`config.mk`:
```
export PLATFORM = sky130hd
export DESIGN_NAME = priority_schedule_wait_times
export DESIGN_NICKNAME = d
export VERILOG_FILES = /design/src/hdl/psw_pkg.sv /design/src/hdl/psw_cell.sv /design/src/hdl/psw_div.sv /design/src/hdl/priority_schedule_wait_times.sv
export SDC_FILE = /design/constraint.sdc
export NUM_CORES = 2
export LEC_CHECK = 0
export ABC_AREA = 1
export BUFFER_PORTS_ARGS = -buffer_cell sky130_fd_sc_hd__buf_2
export CAP_MARGIN = 5
export CORE_ASPECT_RATIO = 1.75
export CORE_UTILIZATION = 25
export DETAILED_ROUTE_END_ITERATION = 16
export PLACE_DENSITY_LB_ADDON = 0.1
export SYNTH_ARGS = -nofsm -noshare
export SYNTH_HDL_FRONTEND = slang
export SYNTH_SLANG_ARGS = --single-unit
```
`constraint.sdc`:
```
create_clock -name i_clk -period 9.1 [get_ports i_clk]
set_input_delay 0.455 -clock i_clk [delete_from_list [all_inputs] [get_ports i_clk]]
set_output_delay 0.455 -clock i_clk [all_outputs]
set_load 0.01 [all_outputs]
```
`src/hdl/psw_pkg.sv`:
```
// Shared types and constants for the priority schedule wait-time block.
package psw_pkg;

    localparam int STORE_DEPTH = 16;
    localparam int P_MAX_PROCS = 16;
    localparam int IDX_W       = 4;
    localparam int BURST_W     = 16;
    localparam int PRIO_W      = 8;
    localparam int TIME_W      = 20;
    localparam int SUM_W       = 24;
    localparam int FRAC_W      = 8;
    localparam int AVG_W       = 28;
    localparam int DVD_W       = SUM_W + FRAC_W;

    typedef struct packed {
        logic [BURST_W-1:0] burst_time;
        logic [PRIO_W-1:0]  prio_level;
        logic               last_process;
    } t_cmd;

    typedef struct packed {
        logic [IDX_W-1:0]   process_index;
        logic [BURST_W-1:0] burst_out;
        logic [PRIO_W-1:0]  prio_out;
        logic [TIME_W-1:0]  wait_time;
        logic [TIME_W-1:0]  turnaround_time;
        logic [AVG_W-1:0]   avg_wait_q8;
        logic [AVG_W-1:0]   avg_turnaround_q8;
        logic               overflow_flag;
        logic               last_result;
    } t_result;

    typedef struct packed {
        logic [BURST_W-1:0] burst;
        logic [PRIO_W-1:0]  prio;
        logic [IDX_W-1:0]   index;
    } t_entry;

    typedef struct packed {
        logic   valid;
        t_entry entry;
    } t_slot;

    typedef struct packed {
        logic ins;
        logic shift;
    } t_cell_ctl;

    typedef enum logic [1:0] {
        ST_LOAD,
        ST_EMIT,
        ST_DIV
    } t_state;

endpackage

```
`src/hdl/psw_cell.sv`:
```
// One sorting cell: holds one process entry, inserts in priority order, shifts out.
module psw_cell import psw_pkg::*; (
    input  logic      i_clk,
    input  logic      i_rst_n,
    input  t_cell_ctl i_ctl,
    input  t_entry    i_new,
    input  t_slot     i_left,
    input  logic      i_left_before,
    input  t_slot     i_right,
    output t_slot     o_slot,
    output logic      o_before
);

    logic   r_valid;
    t_entry r_entry;

    // new entry lands at or ahead of this cell; equal priority stays behind
    assign o_before = !r_valid || (i_new.prio < r_entry.prio);
    assign o_slot   = '{valid: r_valid, entry: r_entry};

    always_ff @(posedge i_clk) begin
        if (!i_rst_n) begin
            r_valid <= 1'b0;
        end else if (i_ctl.shift) begin
            r_valid <= i_right.valid;
        end else if (i_ctl.ins) begin
            if (i_left_before) begin
                r_valid <= i_left.valid;
            end else if (o_before) begin
                r_valid <= 1'b1;
            end
        end
    end

    always_ff @(posedge i_clk) begin
        if (i_ctl.shift) begin
            r_entry <= i_right.entry;
        end else if (i_ctl.ins) begin
            if (i_left_before) begin
                r_entry <= i_left.entry;
            end else if (o_before) begin
                r_entry <= i_new;
            end
        end
    end

endmodule

```
`src/hdl/psw_div.sv`:
```
// Restoring divider, one quotient bit per cycle.
module psw_div import psw_pkg::*; #(
    parameter int DVD_BITS = DVD_W,
    parameter int DVS_BITS = 5
) (
    input  logic                i_clk,
    input  logic                i_rst_n,
    input  logic                i_start,
    input  logic [DVD_BITS-1:0] i_dvd,
    input  logic [DVS_BITS-1:0] i_dvs,
    output logic                o_done,
    output logic [DVD_BITS-1:0] o_quot
);

    localparam int CNT_W = $clog2(DVD_BITS);

    logic                r_busy;
    logic                r_done;
    logic [CNT_W-1:0]    r_cnt;
    logic [DVD_BITS-1:0] r_quo;
    logic [DVS_BITS-1:0] r_rem;
    logic [DVS_BITS-1:0] r_dvs;
    logic [DVS_BITS:0]   w_trial;
    logic [DVS_BITS:0]   w_diff;
    logic                w_ge;

    always_comb begin
        w_trial = {r_rem, r_quo[DVD_BITS-1]};
        w_ge    = w_trial >= {1'b0, r_dvs};
        w_diff  = w_trial - {1'b0, r_dvs};
    end

    always_ff @(posedge i_clk) begin
        if (!i_rst_n) begin
            r_busy <= 1'b0;
            r_done <= 1'b0;
        end else begin
            r_done <= 1'b0;
            if (i_start) begin
                r_busy <= 1'b1;
            end else if (r_busy && r_cnt == '0) begin
                r_busy <= 1'b0;
                r_done <= 1'b1;
            end
        end
    end

    always_ff @(posedge i_clk) begin
        if (i_start) begin
            r_quo <= i_dvd;
            r_rem <= '0;
            r_dvs <= i_dvs;
            r_cnt <= CNT_W'(DVD_BITS - 1);
        end else if (r_busy) begin
            r_quo <= {r_quo[DVD_BITS-2:0], w_ge};
            r_rem <= w_ge ? w_diff[DVS_BITS-1:0] : w_trial[DVS_BITS-1:0];
            r_cnt <= r_cnt - 1'b1;
        end
    end

    assign o_done = r_done;
    assign o_quot = r_quo;

endmodule

```
`src/hdl/priority_schedule_wait_times.sv`:
```
// Processes load one per cycle into a sorted chain of cells; busy stays low while loading.
// The item marked last closes the set: the chain then shifts out one process per cycle in
// ascending priority (ties in arrival order), and results arrive on o_strobe without any
// hold-off, so the receiver must take each one in its cycle. All results but the last come
// out during the shift phase; the last waits for the two averages from the bit-serial
// dividers, and busy stays high after a set's last item and drops as that final result
// appears. Items beyond capacity (MAX_PROCS, at most 16) are dropped and flagged.
module priority_schedule_wait_times import psw_pkg::*; #(
    parameter int MAX_PROCS = P_MAX_PROCS
) (
    input  logic    i_clk,
    input  logic    i_rst_n,
    input  logic    start,
    input  t_cmd    i_cmd,
    output logic    busy,
    output logic    o_strobe,
    output t_result o_result
);

    localparam int CAP   = (MAX_PROCS < STORE_DEPTH) ? MAX_PROCS : STORE_DEPTH;
    localparam int CNT_W = $clog2(CAP + 1);

    t_state    r_state, n_state;
    t_cell_ctl w_ctl;
    logic      w_accept, w_store, w_div_go, w_emit_last;
    logic      w_done_w, w_done_t;

    logic [CNT_W-1:0]  r_count, r_left, r_n, w_n_after;
    logic              r_ovf;
    logic [TIME_W-1:0] r_wait, w_tat;
    logic [SUM_W-1:0]  r_sum_w, r_sum_t, w_sum_w, w_sum_t;
    logic [DVD_W-1:0]  w_quo_w, w_quo_t;
    t_entry            w_new;
    t_result           r_result, r_hold, w_cur, w_fin;
    logic              r_strobe;

    t_slot w_slot   [CAP];
    logic  w_before [CAP];

    assign busy     = (r_state != ST_LOAD);
    assign w_accept = start && !busy;
    assign w_store  = w_accept && (r_count < CNT_W'(CAP));
    assign w_n_after = w_store ? r_count + 1'b1 : r_count;
    assign w_new    = '{burst: i_cmd.burst_time, prio: i_cmd.prio_level,
                        index: IDX_W'(r_count)};

    // sorting chain
    for (genvar k = 0; k < CAP; k++) begin : g_cell
        t_slot w_left, w_right;
        logic  w_left_before;
        if (k == 0) begin : g_head
            assign w_left        = '0;
            assign w_left_before = 1'b0;
        end else begin : g_mid
            assign w_left        = w_slot[k-1];
            assign w_left_before = w_before[k-1];
        end
        if (k == CAP - 1) begin : g_tail
            assign w_right = '0;
        end else begin : g_body
            assign w_right = w_slot[k+1];
        end
        psw_cell u_cell (
            .i_clk        (i_clk),
            .i_rst_n      (i_rst_n),
            .i_ctl        (w_ctl),
            .i_new        (w_new),
            .i_left       (w_left),
            .i_left_before(w_left_before),
            .i_right      (w_right),
            .o_slot       (w_slot[k]),
            .o_before     (w_before[k])
        );
    end

    // head cell result and running sums
    always_comb begin
        w_tat = r_wait + TIME_W'(w_slot[0].entry.burst);
        w_sum_w = r_sum_w + SUM_W'(r_wait);
        w_sum_t = r_sum_t + SUM_W'(w_tat);
        w_cur = '{process_index:     w_slot[0].entry.index,
                  burst_out:         w_slot[0].entry.burst,
                  prio_out:          w_slot[0].entry.prio,
                  wait_time:         r_wait,
                  turnaround_time:   w_tat,
                  avg_wait_q8:       '0,
                  avg_turnaround_q8: '0,
                  overflow_flag:     r_ovf,
                  last_result:       1'b0};
    end

    // final beat: held result plus the two averages
    always_comb begin
        w_fin                   = r_hold;
        w_fin.avg_wait_q8       = w_quo_w[AVG_W-1:0];
        w_fin.avg_turnaround_q8 = w_quo_t[AVG_W-1:0];
        w_fin.last_result       = 1'b1;
    end

    psw_div #(.DVD_BITS(DVD_W), .DVS_BITS(CNT_W)) u_div_wait (
        .i_clk  (i_clk),
        .i_rst_n(i_rst_n),
        .i_start(w_div_go),
        .i_dvd  ({w_sum_w, {FRAC_W{1'b0}}}),
        .i_dvs  (r_n),
        .o_done (w_done_w),
        .o_quot (w_quo_w)
    );

    psw_div #(.DVD_BITS(DVD_W), .DVS_BITS(CNT_W)) u_div_tat (
        .i_clk  (i_clk),
        .i_rst_n(i_rst_n),
        .i_start(w_div_go),
        .i_dvd  ({w_sum_t, {FRAC_W{1'b0}}}),
        .i_dvs  (r_n),
        .o_done (w_done_t),
        .o_quot (w_quo_t)
    );

    always_ff @(posedge i_clk) begin
        if (!i_rst_n) begin
            r_state <= ST_LOAD;
        end else begin
            r_state <= n_state;
        end
    end

    always_comb begin
        n_state     = r_state;
        w_ctl       = '0;
        w_div_go    = 1'b0;
        w_emit_last = 1'b0;
        unique case (r_state)
            ST_LOAD: begin
                w_ctl.ins = w_store;
                if (w_accept && i_cmd.last_process) begin
                    n_state = ST_EMIT;
                end
            end
            ST_EMIT: begin
                w_ctl.shift = 1'b1;
                if (r_left == CNT_W'(1)) begin
                    w_emit_last = 1'b1;
                    w_div_go    = 1'b1;
                    n_state     = ST_DIV;
                end
            end
            ST_DIV: begin
                if (w_done_w && w_done_t) begin
                    n_state = ST_LOAD;
                end
            end
            default: n_state = ST_LOAD;
        endcase
    end

    always_ff @(posedge i_clk) begin
        if (!i_rst_n) begin
            r_count  <= '0;
            r_ovf    <= 1'b0;
            r_strobe <= 1'b0;
        end else begin
            r_strobe <= 1'b0;
            unique case (r_state)
                ST_LOAD: begin
                    if (w_accept) begin
                        if (!w_store) begin
                            r_ovf <= 1'b1;
                        end
                        // close the set: count starts over for the next one
                        r_count <= i_cmd.last_process ? '0 : w_n_after;
                    end
                end
                ST_EMIT: begin
                    r_strobe <= !w_emit_last;
                end
                ST_DIV: begin
                    if (w_done_w && w_done_t) begin
                        r_strobe <= 1'b1;
                        r_ovf    <= 1'b0;
                    end
                end
                default: r_strobe <= 1'b0;
            endcase
        end
    end

    always_ff @(posedge i_clk) begin
        unique case (r_state)
            ST_LOAD: begin
                if (w_accept && i_cmd.last_process) begin
                    r_n     <= w_n_after;
                    r_left  <= w_n_after;
                    r_wait  <= '0;
                    r_sum_w <= '0;
                    r_sum_t <= '0;
                end
            end
            ST_EMIT: begin
                r_left   <= r_left - 1'b1;
                r_wait   <= w_tat;
                r_sum_w  <= w_sum_w;
                r_sum_t  <= w_sum_t;
                r_result <= w_cur;
                if (w_emit_last) begin
                    r_hold <= w_cur;
                end
            end
            ST_DIV: begin
                if (w_done_w && w_done_t) begin
                    r_result <= w_fin;
                end
            end
            default: r_result <= r_result;
        endcase
    end

    assign o_strobe = r_strobe;
    assign o_result = r_result;

endmodule

```
==> metrics <==
status=finished clean; Reg area=24,300 um^2; Synth Area in XOR/XNOR=0.00829; GP Congestion=0.884; first-pass iteration count of the detailed router=5; Ports=156; Final ANT Viol Nets=0; Critical Path AT=4440 ps; Die Width=324 um; via/cell ratio=4.55; Filler cells=19,200; worst-path fanout max=4; Syn Area/Cell=8.60 um^2; vias in the first global route=35,800; chip height=566 um; CTS tree=done; clock buffer count from CTS=91; Initial Utilization=0.252; H-tree depth=3; drt drc=0; Synth Area in Adders=0.0543; DR iter-0 viols=2,394; Hold Crit Class=in -> reg; Req. time, crit path=9500 ps; EDFF count, synth=746; post-synthesis mux area share=0; share of layout cells above drive strength 1=0.0760; DR vias=35,400; hold_ws=156 ps; Max rail drop VDD=171 uV; # Post-CTS Setup Buffers=0; syn_nets=5,504; Clock Pin Slew Worst Setup and Hold Paths=60 ps; largest family of logic cells by synthesized area=simple AND/OR/NAND/NOR gates; Clock Skews=25.3 ps; CP startpoint kind=flip-flop; clk_lat worst skew=680 ps; sequential share of the synthesized area=0.534; CTS root buf=clkbuf_16; Core Area=180,000 um^2; first-pass GRT wire length=233,000 um; Net Sw Power=9.64 mW; Netlist Area Pre-Place=45,400 um^2; largest net degree at the start of global routing=128; Final Total Pwr=21.7 mW; Synth Instances=5,282; Nets=5,526; Compound-Gate Fraction of Synth Area=0.123; Final Hold Viols=0; max-cap violation count=0; max frequency=248 MHz; Main synth FF type=edfxtp_1; setup TNS=0 ps; final setup fails=0; WL per Instance=20.1 um; clk buf depth=3; Max Slew Vio Count=0; clock share of power=0.181; flops & latches, synth=839; pwr dens=420 nW/um^2; dpl hpwl=116,000 um; part of the power in registers=0.352; Sw Ratio=0.445; cts repair resizes=0; Leak Pwr=22.1 nW; RSZ-0062 raised after global routing=no; # clock sinks=839; Port Buffers=155; CP Class=reg -> reg; num rows=206; fraction of registers with async set or reset after synthesis=0; final global-route overflow total=0; Layout area overhead=13.5%; Rel. slew slack=0.276; initial antenna violation count=12; part of the cycle the worst path needs=0.444; Distinct cells, synth=44; YS warnings=0; routed wire length=156,000 um; Total Die Area=183,000 um^2; Setup crit end kind=flip-flop; Power Internal=12.0 mW; simple-gate share of the synthesized area=0.198; final worst path period need=4040 ps; Multi-input gate area=17,600 um^2; CTS Hold Bufs=0; total track usage=0.169; worst-margin pin slew=1080 ps; Comb pwr share=0.467
## flip-flops by register name, indices dropped and copies added (netlist names), 2 cells and up
signal	flops
u_div_tat.o_quot	32
r_sum_w	24
r_state	2
r_hold	69
u_div_tat.r_rem	5
u_div_wait.o_quot	32
r_wait	20
u_div_wait.r_cnt	5
u_div_wait.r_dvs	5
u_div_tat.r_cnt	5
u_div_wait.r_rem	5
r_n	5
o_result	126
r_left	5
r_sum_t	24
g_cell.u_cell.o_slot	448
r_count	5
g_cell.u_cell.r_valid	16
## stage by stage
stage                util  setup slack (ps)  cells  cell area (um^2)
floorplan               -              1130   5282             45400
global placement    0.269              5080   7603             48500
detailed placement  0.269              5030   7603             48500
CTS                 0.286              5020   7775             51600
global route        0.286              4700   7776             51600
finish              0.286              5060   7776             51600
## power groups by stage
stage	Combinational (mW)	Clock, mW	Sequential, mW
CTS	10.3	4.07	7.65
detailed placement	10.3	0	7.72
floorplan	6.65	0	7.63
global placement	10.3	0	7.69
finish	10.1	3.92	7.62
global route	11.5	4.17	7.81
## worst max-delay path: stages (launching register included)
cell and delay (ps):
edfxtp_1 470, ha_1 300, fa_1 480, nand2_1 100
inv_1 50, nand2_1 60, nand2_1 110, nand2_1 90
nand2_1 100, nand3_1 100, nand3_1 70, nand2_1 260
inv_1 130, ha_1 330, a21oi_1 270, o21ai_0 190
a21oi_1 340, nand3b_1 120, nand2_1 100, o21ai_0 70
## metal layers
layer,routed length (um),vias to the layer above,track usage
met5,0,-,0
met4,4920,0,0.0549
met3,5170,221,0.0172
met2,87800,737,0.336
met1,58500,16800,0.180
li1,-,17700,-
## final cells by class
type                    count  area share
diodes                      1   0.0000485
well taps                2392      0.0581
clock buffers             134      0.0511
repair buffers            216      0.0244
multi-input cells        3516       0.341
flip-flops and latches    839       0.471
inverters                 640      0.0467
clock inverters            38     0.00786
## cell usage after synthesis (all sizes together), types with 2 or more instances
master / instances / area share
nand2: 1520 / 0.13
edfxtp: 746 / 0.49
o21ai: 697 / 0.077
inv: 639 / 0.053
nand3: 394 / 0.043
a21oi: 295 / 0.033
nor2: 236 / 0.020
ha: 189 / 0.052
clkbuf: 160 / 0.013
buf: 127 / 0.016
dfxtp: 93 / 0.041
nand4: 24 / 0.0033
xor2: 22 / 0.0042
xnor2: 21 / 0.0041
o21a: 18 / 0.0030
a22oi: 17 / 0.0028
nor3: 16 / 0.0019
a21boi: 15 / 0.0025
o21bai: 10 / 0.0017
nand3b: 8 / 0.0013
or2: 7 / 0.00096
a22o: 5 / 0.00096
fa: 5 / 0.0022
a211oi: 3 / 0.00050
o211ai: 3 / 0.00050
a21o: 2 / 0.00033
a31oi: 2 / 0.00028
and2: 2 / 0.00028
o31ai: 2 / 0.00033
## cells by family (layout without fill, tap and decap cells)
group | after synthesis | count (layout)
adder cells (fa/ha/maj) | 194 | 194
flip-flops | 839 | 839
AO/OA/AOI/OAI | 1071 | 1071
XOR/XNOR | 43 | 43
AND/OR/NAND/NOR | 2208 | 2208
other | 0 | 1
buffers and inverters | 927 | 1028
## final timing paths
kind | cells past startpoint | to | slack [ps] | start
worst max-delay path | 19 | u_div_tat.o_quot[25] | 5060 | r_wait[0]
worst min-delay path | 4 | r_count[3] | 160 | i_cmd[0]
worst max register to register | 19 | u_div_tat.o_quot[25] | 5060 | r_wait[0]
worst min register to register | 0 | u_div_wait.r_dvs[3] | 410 | r_n[3]
## layout by cell type (no fill, tap or decap), types with 6 or more instances in the layout
cell | synthesis | final
a21boi_0 | 7 | 7
a21boi_1 | 8 | 8
a21oi_1 | 290 | 276
a21oi_2 | 5 | 8
a21oi_4 | 0 | 11
a22oi_1 | 17 | 17
buf_2 | 67 | 155
buf_4 | 31 | 59
bufinv_16 | 0 | 7
clkbuf_1 | 160 | 28
clkbuf_16 | 0 | 95
clkbuf_8 | 0 | 11
clkinv_1 | 1 | 10
clkinv_2 | 0 | 14
dfxtp_1 | 93 | 93
edfxtp_1 | 746 | 746
ha_1 | 189 | 187
inv_1 | 632 | 632
inv_2 | 7 | 6
nand2_1 | 1506 | 1502
nand2_2 | 12 | 16
nand3_1 | 394 | 394
nand3b_1 | 8 | 8
nand4_1 | 24 | 24
nor2_1 | 234 | 233
nor3_1 | 15 | 15
o21a_1 | 18 | 18
o21ai_0 | 554 | 553
o21ai_1 | 143 | 143
o21bai_1 | 10 | 10
or2_2 | 7 | 7
xnor2_1 | 21 | 21
xor2_1 | 22 | 22
(Power assumes the default switching activity.)
